File: src/design/mrc_pkg.sv
// mrc_pkg: widths, types, state encoding and control structs for the merged
// region centroid block. no dependencies.

package mrc_pkg;

  localparam int COORD_BITS  = 10;
  localparam int WEIGHT_BITS = 32;

  localparam int SUM_IN_W    = 42;
  localparam int WEIGHT_IN_W = 32;
  localparam int TOTAL_SUM_W = 50;
  localparam int TOTAL_W_W   = 40;
  localparam int COORD_OUT_W = 10;

  localparam int DIV_W = (TOTAL_SUM_W > TOTAL_W_W + COORD_BITS) ?
                         TOTAL_SUM_W : TOTAL_W_W + COORD_BITS;
  localparam int CNT_W = $clog2(COORD_BITS + 1);

  typedef logic [SUM_IN_W-1:0]    sum_in_t;
  typedef logic [WEIGHT_IN_W-1:0] weight_in_t;
  typedef logic [TOTAL_SUM_W-1:0] total_sum_t;
  typedef logic [TOTAL_W_W-1:0]   total_w_t;
  typedef logic [TOTAL_SUM_W:0]   sum_ext_t;
  typedef logic [TOTAL_W_W:0]     w_ext_t;
  typedef logic [COORD_BITS-1:0]  coord_t;
  typedef logic [COORD_OUT_W-1:0] coord_out_t;
  typedef logic [DIV_W-1:0]       div_t;
  typedef logic [CNT_W-1:0]       cnt_t;

  localparam total_sum_t TOTAL_SUM_MAX  = '1;
  localparam total_w_t   TOTAL_W_MAX    = '1;
  localparam total_w_t   WEIGHT_IN_MASK = total_w_t'({WEIGHT_BITS{1'b1}});
  localparam cnt_t       LAST_STEP      = cnt_t'(COORD_BITS);

  typedef enum logic [2:0] {
    ST_IDLE,
    ST_LOAD_X,
    ST_RUN_X,
    ST_LOAD_Y,
    ST_RUN_Y,
    ST_PUSH
  } mrc_state_t;

  typedef struct packed {
    logic add;
    logic clear;
  } acc_ctrl_t;

  typedef struct packed {
    logic   done;
    coord_t quot;
  } div_res_t;

endpackage

File: src/design/mrc_if.sv
// mrc_in_if and mrc_out_if: valid/ready channels carrying one region word in
// and one centroid word out. depends on mrc_pkg.

interface mrc_in_if;
  logic                 valid;
  logic                 ready;
  mrc_pkg::sum_in_t     region_sum_x;
  mrc_pkg::sum_in_t     region_sum_y;
  mrc_pkg::weight_in_t  region_weight;
  logic                 end_of_star;

  modport source (output valid, region_sum_x, region_sum_y, region_weight, end_of_star,
                  input ready);
  modport sink   (input valid, region_sum_x, region_sum_y, region_weight, end_of_star,
                  output ready);
endinterface

interface mrc_out_if;
  logic                 valid;
  logic                 ready;
  mrc_pkg::coord_out_t  centroid_x;
  mrc_pkg::coord_out_t  centroid_y;
  logic                 zero_weight;

  modport source (output valid, centroid_x, centroid_y, zero_weight, input ready);
  modport sink   (input valid, centroid_x, centroid_y, zero_weight, output ready);
endinterface

File: src/design/mrc_accum.sv
// mrc_accum: saturating running totals of x sum, y sum and weight.
// depends on mrc_pkg.

module mrc_accum (
  input  logic                 clk,
  input  logic                 rst_n,
  input  mrc_pkg::acc_ctrl_t   ctrl,
  input  mrc_pkg::sum_in_t     sum_x,
  input  mrc_pkg::sum_in_t     sum_y,
  input  mrc_pkg::weight_in_t  weight,
  output mrc_pkg::total_sum_t  tot_x,
  output mrc_pkg::total_sum_t  tot_y,
  output mrc_pkg::total_w_t    tot_w
);

  mrc_pkg::total_sum_t tot_x_r, tot_x_nxt;
  mrc_pkg::total_sum_t tot_y_r, tot_y_nxt;
  mrc_pkg::total_w_t   tot_w_r, tot_w_nxt;
  mrc_pkg::sum_ext_t   add_x, add_y;
  mrc_pkg::w_ext_t     add_w;
  mrc_pkg::total_w_t   w_masked;

  always_comb begin
    w_masked = mrc_pkg::total_w_t'(weight) & mrc_pkg::WEIGHT_IN_MASK;
    add_x = {1'b0, tot_x_r} + mrc_pkg::sum_ext_t'(sum_x);
    add_y = {1'b0, tot_y_r} + mrc_pkg::sum_ext_t'(sum_y);
    add_w = {1'b0, tot_w_r} + mrc_pkg::w_ext_t'(w_masked);
    tot_x_nxt = tot_x_r;
    tot_y_nxt = tot_y_r;
    tot_w_nxt = tot_w_r;
    if (ctrl.clear) begin
      tot_x_nxt = '0;
      tot_y_nxt = '0;
      tot_w_nxt = '0;
    end else if (ctrl.add) begin
      tot_x_nxt = add_x[mrc_pkg::TOTAL_SUM_W] ? mrc_pkg::TOTAL_SUM_MAX
                                             : add_x[mrc_pkg::TOTAL_SUM_W-1:0];
      tot_y_nxt = add_y[mrc_pkg::TOTAL_SUM_W] ? mrc_pkg::TOTAL_SUM_MAX
                                             : add_y[mrc_pkg::TOTAL_SUM_W-1:0];
      tot_w_nxt = add_w[mrc_pkg::TOTAL_W_W] ? mrc_pkg::TOTAL_W_MAX
                                           : add_w[mrc_pkg::TOTAL_W_W-1:0];
    end
  end

  always_ff @(posedge clk) begin
    if (!rst_n) begin
      tot_x_r <= '0;
      tot_y_r <= '0;
      tot_w_r <= '0;
    end else begin
      tot_x_r <= tot_x_nxt;
      tot_y_r <= tot_y_nxt;
      tot_w_r <= tot_w_nxt;
    end
  end

  assign tot_x = tot_x_r;
  assign tot_y = tot_y_r;
  assign tot_w = tot_w_r;

endmodule

File: src/design/mrc_div.sv
// mrc_div: restoring divider, one quotient bit per cycle, with a first step
// that detects a quotient above the coordinate range. depends on mrc_pkg.

module mrc_div (
  input  logic                 clk,
  input  logic                 rst_n,
  input  logic                 start,
  input  mrc_pkg::total_sum_t  dividend,
  input  mrc_pkg::total_w_t    divisor,
  output mrc_pkg::div_res_t    res
);

  mrc_pkg::div_t   rem_r, rem_nxt;
  mrc_pkg::div_t   dsr_r, dsr_nxt;
  mrc_pkg::coord_t q_r, q_nxt;
  mrc_pkg::cnt_t   cnt_r, cnt_nxt;
  logic            sat_r, sat_nxt;
  logic            busy_r, busy_nxt;
  logic            done_r, done_nxt;
  logic            ge;

  always_comb begin
    ge       = (rem_r >= dsr_r);
    rem_nxt  = rem_r;
    dsr_nxt  = dsr_r;
    q_nxt    = q_r;
    cnt_nxt  = cnt_r;
    sat_nxt  = sat_r;
    busy_nxt = busy_r;
    done_nxt = 1'b0;
    if (start) begin
      rem_nxt  = mrc_pkg::div_t'(dividend);
      dsr_nxt  = mrc_pkg::div_t'(divisor) << mrc_pkg::COORD_BITS;
      q_nxt    = '0;
      cnt_nxt  = '0;
      sat_nxt  = 1'b0;
      busy_nxt = 1'b1;
    end else if (busy_r) begin
      dsr_nxt = dsr_r >> 1;
      if (cnt_r == '0) begin
        // quotient would not fit the coordinate range
        sat_nxt = ge;
      end else begin
        if (ge) begin
          rem_nxt = rem_r - dsr_r;
        end
        q_nxt = {q_r[mrc_pkg::COORD_BITS-2:0], ge};
      end
      if (cnt_r == mrc_pkg::LAST_STEP) begin
        busy_nxt = 1'b0;
        done_nxt = 1'b1;
      end else begin
        cnt_nxt = cnt_r + mrc_pkg::cnt_t'(1);
      end
    end
  end

  always_ff @(posedge clk) begin
    if (!rst_n) begin
      busy_r <= 1'b0;
      done_r <= 1'b0;
    end else begin
      busy_r <= busy_nxt;
      done_r <= done_nxt;
    end
  end

  always_ff @(posedge clk) begin
    rem_r <= rem_nxt;
    dsr_r <= dsr_nxt;
    q_r   <= q_nxt;
    cnt_r <= cnt_nxt;
    sat_r <= sat_nxt;
  end

  assign res.done = done_r;
  assign res.quot = sat_r ? '1 : q_r;

endmodule

File: src/design/merged_region_centroid.sv
// merged_region_centroid: top level, sequencer and output register around
// the running totals and the shared serial divider.
// depends on mrc_pkg, mrc_if, mrc_accum and mrc_div.
//
//   channel   dir   carries                                       handshake
//   in_chan   in    region_sum_x, region_sum_y, region_weight,    valid/ready
//                   end_of_star
//   out_chan  out   centroid_x, centroid_y, zero_weight           valid/ready
//
// a region word without end_of_star is taken every cycle while the sequencer
// is idle. a word with end_of_star runs the one-bit-a-cycle divider once for x
// and once for y; no word is taken until the result is pushed.
// zero total weight skips the divider.
// rst_n clears the totals, the sequencer and the output valid flag.
// a stalled result holds in the output register; the next star's regions are
// still accepted, but once its result is ready no word is taken until it moves.

module merged_region_centroid (
  input logic        clk,
  input logic        rst_n,
  mrc_in_if.sink     in_chan,
  mrc_out_if.source  out_chan
);

  mrc_pkg::mrc_state_t  state_r, state_nxt;
  mrc_pkg::acc_ctrl_t   acc_ctrl;
  mrc_pkg::div_res_t    div_res;
  mrc_pkg::total_sum_t  acc_tx, acc_ty;
  mrc_pkg::total_w_t    acc_tw;
  logic                 div_start, div_sel_y;
  logic                 push_ok;
  mrc_pkg::coord_t      cx_r, cx_nxt;
  logic                 zw_r, zw_nxt;
  logic                 out_valid_r, out_valid_nxt;
  mrc_pkg::coord_t      ox_r, ox_nxt, oy_r, oy_nxt;
  logic                 ozw_r, ozw_nxt;

  mrc_accum u_accum (
    .clk    (clk),
    .rst_n  (rst_n),
    .ctrl   (acc_ctrl),
    .sum_x  (in_chan.region_sum_x),
    .sum_y  (in_chan.region_sum_y),
    .weight (in_chan.region_weight),
    .tot_x  (acc_tx),
    .tot_y  (acc_ty),
    .tot_w  (acc_tw)
  );

  mrc_div u_div (
    .clk      (clk),
    .rst_n    (rst_n),
    .start    (div_start),
    .dividend (div_sel_y ? acc_ty : acc_tx),
    .divisor  (acc_tw),
    .res      (div_res)
  );

  assign push_ok = !out_valid_r || out_chan.ready;

  always_comb begin
    state_nxt      = state_r;
    in_chan.ready  = 1'b0;
    acc_ctrl       = '0;
    div_start      = 1'b0;
    div_sel_y      = 1'b0;
    cx_nxt         = cx_r;
    zw_nxt         = zw_r;
    out_valid_nxt  = out_valid_r && !out_chan.ready;
    ox_nxt         = ox_r;
    oy_nxt         = oy_r;
    ozw_nxt        = ozw_r;
    case (state_r)
      mrc_pkg::ST_IDLE: begin
        in_chan.ready = 1'b1;
        if (in_chan.valid) begin
          acc_ctrl.add = 1'b1;
          if (in_chan.end_of_star) begin
            state_nxt = mrc_pkg::ST_LOAD_X;
          end
        end
      end
      mrc_pkg::ST_LOAD_X: begin
        if (acc_tw == '0) begin
          zw_nxt    = 1'b1;
          cx_nxt    = '0;
          state_nxt = mrc_pkg::ST_PUSH;
        end else begin
          zw_nxt    = 1'b0;
          div_start = 1'b1;
          state_nxt = mrc_pkg::ST_RUN_X;
        end
      end
      mrc_pkg::ST_RUN_X: begin
        if (div_res.done) begin
          cx_nxt    = div_res.quot;
          state_nxt = mrc_pkg::ST_LOAD_Y;
        end
      end
      mrc_pkg::ST_LOAD_Y: begin
        div_start = 1'b1;
        div_sel_y = 1'b1;
        state_nxt = mrc_pkg::ST_RUN_Y;
      end
      mrc_pkg::ST_RUN_Y: begin
        if (div_res.done) begin
          state_nxt = mrc_pkg::ST_PUSH;
        end
      end
      mrc_pkg::ST_PUSH: begin
        if (push_ok) begin
          out_valid_nxt  = 1'b1;
          ox_nxt         = cx_r;
          oy_nxt         = zw_r ? '0 : div_res.quot;
          ozw_nxt        = zw_r;
          acc_ctrl.clear = 1'b1;
          state_nxt      = mrc_pkg::ST_IDLE;
        end
      end
      default: begin
        state_nxt = mrc_pkg::ST_IDLE;
      end
    endcase
  end

  always_ff @(posedge clk) begin
    if (!rst_n) begin
      state_r     <= mrc_pkg::ST_IDLE;
      out_valid_r <= 1'b0;
    end else begin
      state_r     <= state_nxt;
      out_valid_r <= out_valid_nxt;
    end
  end

  always_ff @(posedge clk) begin
    cx_r  <= cx_nxt;
    zw_r  <= zw_nxt;
    ox_r  <= ox_nxt;
    oy_r  <= oy_nxt;
    ozw_r <= ozw_nxt;
  end

  assign out_chan.valid       = out_valid_r;
  assign out_chan.centroid_x  = mrc_pkg::coord_out_t'(ox_r);
  assign out_chan.centroid_y  = mrc_pkg::coord_out_t'(oy_r);
  assign out_chan.zero_weight = ozw_r;

  a_done_in_run: assert property (@(posedge clk) disable iff (!rst_n)
    div_res.done |-> (state_r == mrc_pkg::ST_RUN_X || state_r == mrc_pkg::ST_RUN_Y))
    else $error("divider finished outside a divide phase");

  a_zero_coords: assert property (@(posedge clk) disable iff (!rst_n)
    (out_valid_r && ozw_r) |-> (ox_r == '0 && oy_r == '0))
    else $error("zero weight word with non-zero coordinates");

  a_push_clears: assert property (@(posedge clk) disable iff (!rst_n)
    (state_r == mrc_pkg::ST_PUSH && push_ok) |=> (acc_tw == '0 && out_valid_r))
    else $error("totals not cleared or word lost after push");

  a_no_start_on_zero: assert property (@(posedge clk) disable iff (!rst_n)
    div_start |-> (acc_tw != '0))
    else $error("divide started with zero weight");

endmodule

File: src/flat_wrapper.sv
// flat-port wrapper written by rule: the top's interface ports become plain ports
module merged_region_centroid_flat 
  (clk, rst_n, in_chan_valid, in_chan_region_sum_x, in_chan_region_sum_y, in_chan_region_weight, in_chan_end_of_star, in_chan_ready, out_chan_valid, out_chan_centroid_x, out_chan_centroid_y, out_chan_zero_weight, out_chan_ready);
  mrc_in_if in_chan_i ();
  mrc_out_if out_chan_i ();
  input logic clk;
  input logic rst_n;
  input wire logic [$bits(in_chan_i.valid)-1:0] in_chan_valid;
  input wire logic [$bits(in_chan_i.region_sum_x)-1:0] in_chan_region_sum_x;
  input wire logic [$bits(in_chan_i.region_sum_y)-1:0] in_chan_region_sum_y;
  input wire logic [$bits(in_chan_i.region_weight)-1:0] in_chan_region_weight;
  input wire logic [$bits(in_chan_i.end_of_star)-1:0] in_chan_end_of_star;
  output wire logic [$bits(in_chan_i.ready)-1:0] in_chan_ready;
  output wire logic [$bits(out_chan_i.valid)-1:0] out_chan_valid;
  output wire logic [$bits(out_chan_i.centroid_x)-1:0] out_chan_centroid_x;
  output wire logic [$bits(out_chan_i.centroid_y)-1:0] out_chan_centroid_y;
  output wire logic [$bits(out_chan_i.zero_weight)-1:0] out_chan_zero_weight;
  input wire logic [$bits(out_chan_i.ready)-1:0] out_chan_ready;
  assign in_chan_i.valid = in_chan_valid;
  assign in_chan_i.region_sum_x = in_chan_region_sum_x;
  assign in_chan_i.region_sum_y = in_chan_region_sum_y;
  assign in_chan_i.region_weight = in_chan_region_weight;
  assign in_chan_i.end_of_star = in_chan_end_of_star;
  assign in_chan_ready = in_chan_i.ready;
  assign out_chan_valid = out_chan_i.valid;
  assign out_chan_centroid_x = out_chan_i.centroid_x;
  assign out_chan_centroid_y = out_chan_i.centroid_y;
  assign out_chan_zero_weight = out_chan_i.zero_weight;
  assign out_chan_i.ready = out_chan_ready;
  merged_region_centroid u_core (.clk(clk), .rst_n(rst_n), .in_chan(in_chan_i), .out_chan(out_chan_i));
endmodule
File: config.mk
export PLATFORM = sky130hd
export DESIGN_NAME = merged_region_centroid_flat
export DESIGN_NICKNAME = d
export VERILOG_FILES = /design/src/design/mrc_pkg.sv /design/src/design/mrc_if.sv /design/src/design/mrc_accum.sv /design/src/design/mrc_div.sv /design/src/design/merged_region_centroid.sv /design/src/flat_wrapper.sv
export SDC_FILE = /design/constraint.sdc
export NUM_CORES = 1
export LEC_CHECK = 0
export BUFFER_PORTS_ARGS = -buffer_cell sky130_fd_sc_hd__buf_2
export CORE_MARGIN = 5
export CORE_UTILIZATION = 55
export CTS_BUF_LIST = sky130_fd_sc_hd__clkbuf_4 sky130_fd_sc_hd__clkbuf_8
export DETAILED_ROUTE_END_ITERATION = 10
export PLACE_DENSITY = 0.85
export SLEW_MARGIN = 20
export SYNTH_ARGS = -nofsm -noshare
export SYNTH_HDL_FRONTEND = slang
export SYNTH_SLANG_ARGS = --single-unit
export TNS_END_PERCENT = 1
File: constraint.sdc
create_clock -name clk -period 6.32 [get_ports clk]
set_input_delay 1.264 -clock clk [delete_from_list [all_inputs] [get_ports clk]]
set_output_delay 1.264 -clock clk [all_outputs]
set_load 0.01 [all_outputs]
==> impl_metrics.yaml <==
status:
  status: "complete, no violations"
drt:
  wl_per_cell_um: 19.3
  highest_layer: "met4"
  drt-total-wl_mm: 60.7
  first_iter_violations: 1809
  drc: 0
  avgViaCountPerCell: 6.30
  dr_wl_met2_mm: 28.0
  wl_met1_mm: 25.5
  dr.pass1.iters: 6
  dr_total_vias: 19765
  ant_nets: 0
  wl_met3_mm: 4.79
logic_synthesis:
  syn-num-nets: 2793
  async_flop_share_pct: 0
  yosys_warnings: 0
  synth_seq_area_share_pct: 34.0
  yosys.area_share.simple_pct: 17.0
  synth_cell_type_count: 90
  synthMuxAreaShare_pct: 0.911
  synth.ff_latch_count: 293
  netlist_instances: 2499
  syn_avg_cell_area_sq_um: 8.35
  synth_fa_ha_area_share_pct: 10.5
  synth-main-ff-cell: "dfxtp_1"
  synth_compound_area_share_pct: 27.8
  synth_top_family_by_area: "compound AO/OA/AOI/OAI gates"
  synth.cell_area_sq_um: 20900
  synth_edf_count: 122
  synthXorXnorAreaFrac_pct: 5.58
floorplanning:
  fp.dieH_um: 205
  die_area_sq_um: 41900
  ios: 144
  die_w_um: 205
  core_area_sq_um: 37600
  start_util_pct: 55.5
  fp-row-count: 71
placed_design:
  post-place-ws_ns: 1.32
  port_buffers: 143
  dp_hpwl_mm: 45.1
  gp_congestion: 0.987
clock_network:
  cts-root-buf: "clkbuf_8"
  h-tree-depth: 2
  cts.sinks: 293
  cts_tree: "done"
  clk_path_buf_depth: 3
  cts_resized: 0
  insertion_delay_ns: 0.59
  cts_setup_buffers: 0
  numCtsBuffers: 51
  hold_buffers: 0
  clk_pin_slew_ns: 0.06
sta:
  tightest_slew_ns: 1.05
  fin_crit_sh_pct: 73.2
  setup_tns_ns: 0
  fin_worst_skew_ns: 0.0272
  hold_viol: 0
  slew-limit-headroom_pct: 29.6
  slew_violations: 0
  fin_ws_ns: 1.69
  rsz0062_at_grt: "no"
  period_needed_ns: 4.63
  fmax_mhz: 216
  finalSetupViolCount: 0
job:
  maxCapViolations: 0
grt:
  grt_overflow: 0
  first_global_vias: 18703
  grt_pass1_wl_mm: 95.7
  antenna_found_initial: 0
  grt.total_usage_pct: 27.6
  grt_max_degree: 126
worst_setup_path:
  cp-end-kind: "flip-flop"
  crit_start: "u_core.u_div.rem_r[0]"
  startpoint_type: "flip-flop"
  r2r-start: "u_core.u_div.rem_r[0]"
  crit_type: "flip-flop to flip-flop"
  cp.required_ns: 6.53
  critPathArrivalTime_ns: 4.83
  cp_max_fo: 50
pwr:
  power.density_nw_per_um2: 273
  peakVddDrop_mv: 0.167
  p_leak_nw: 9.92
layout:
  drive_gt1_share_pct: 11.7
  filler_cell_count: 3275
  area_growth_pct: 9.84
  n_antenna_cell: 0
  fin_nets: 2879
hold_path:
  hold_class: "flip-flop to flip-flop"
  hp-start: "u_core.cx_r[9]"
-- layout make-up --
type | count | area [sq um] | share of cell area [%]
repair buffers | 158 | 841 | 3.67
clock inverters | 29 | 191 | 0.835
inverters | 98 | 368 | 1.60
multi-input cells | 1983 | 13000 | 56.5
flip-flops and latches | 293 | 7090 | 30.9
clock buffers | 65 | 832 | 3.63
well taps | 511 | 639 | 2.79
-- cells in the mapped netlist (36+ instances only) --
| master | number | area share [%] |
|---|---|---|
| edfxtp_1 | 122 | 18 |
| a21o_1 | 101 | 3.6 |
| inv_1 | 98 | 1.8 |
| a21oi_1 | 326 | 7.8 |
| xor2_1 | 63 | 2.6 |
| nor3_1 | 36 | 0.86 |
| clkbuf_1 | 107 | 1.9 |
| nor2_1 | 179 | 3.2 |
| xnor2_1 | 70 | 2.9 |
| nand2_1 | 233 | 4.2 |
| nand3_1 | 89 | 2.1 |
| and3_1 | 36 | 1.1 |
| o21ai_0 | 212 | 5.1 |
| ha_1 | 169 | 10 |
| dfxtp_1 | 171 | 16 |
-- flip-flops by register name (all words and copies together) (netlist names) --
register and count:
u_core.u_div.sat_r 1, u_core.u_div.rem_r 50, u_core.u_accum.tot_x 50, u_core.u_div.busy_r 1, u_core.cx_r 10, u_core.u_accum.tot_y 50, u_core.u_div.q_r 10, u_core.u_div.done_r 1
u_core.out_chan.valid 1, u_core.out_chan.centroid_x 10, u_core.u_div.dsr_r 50, u_core.u_accum.tot_w 40, u_core.u_div.cnt_r 4, u_core.out_chan.zero_weight 1, u_core.zw_r 1, u_core.state_r 3
u_core.out_chan.centroid_y 10
-- cells in the final DEF, fill, tap and decap left out, drive strengths merged, types with 90 or more instances in the layout --
cell type / n
a21o: 101
a21oi: 338
buf: 158
dfxtp: 171
edfxtp: 122
ha: 169
inv: 99
nand2: 233
nand3: 90
nor2: 179
o21ai: 219
-- final timing paths --
| kind | to | slack (ns) | depth (start not counted) |
|---|---|---|---|
| max | u_core.u_div.rem_r[30] | 1.69 | 14 |
| min | u_core.out_chan.centroid_x[9] | 0.42 | 0 |
| max reg2reg | u_core.u_div.rem_r[30] | 1.69 | 14 |
| min reg2reg | u_core.out_chan.centroid_x[9] | 0.42 | 0 |
-- cells by family after synthesis --
group                    Yosys count
AO/OA/AOI/OAI                    914
XOR/XNOR                         133
adder cells (fa/ha/maj)          173
buffers and inverters            223
flip-flops                       293
multiplexers                      19
AND/OR/NAND/NOR                  744
-- metrics by stage --
step	util, %	instances	cell area [sq um]	power (mW)	hold slack [ns]
2_1_floorplan	-	2499	20900	3.96	0.400
3_3_place_gp	58.3	3043	21900	4.40	0.402
3_5_place_dp	58.3	3043	21900	4.48	0.405
4_1_cts	61.0	3137	22900	6.23	0.420
5_1_grt	61.0	3137	22900	6.60	0.428
6_report	61.0	3137	22900	6.26	0.419
-- where the power goes --
group          leakage (nW)  switching [mW]  total, mW  internal [mW]
clock network         0.545           0.812       1.76          0.949
logic                  6.84            1.26       2.12          0.856
registers              2.54           0.193       2.38           2.19
-- critical path: stages, from the launching register on --
cell and delay [ns]:
edfxtp_1 0.32, inv_1 0.04, ha_1 0.22, fa_1 0.40
nor2b_1 0.19, o21ai_0 0.14, a21boi_0 0.34, o31ai_1 0.16
and4_1 0.23, nor4_2 0.71, o21ai_0 0.21, nand3_1 0.27
a2111oi_2 0.17, o31ai_4 0.18, buf_4 0.62
-- routing by layer --
layer / global-route usage (%) / up-vias
met5: 0 / -
met4: 10.1 / 0
met3: 3.77 / 168
met2: 45.3 / 898
met1: 37.5 / 9265
li1: - / 9434
Note: power is estimated with default switching activity, not from simulation.
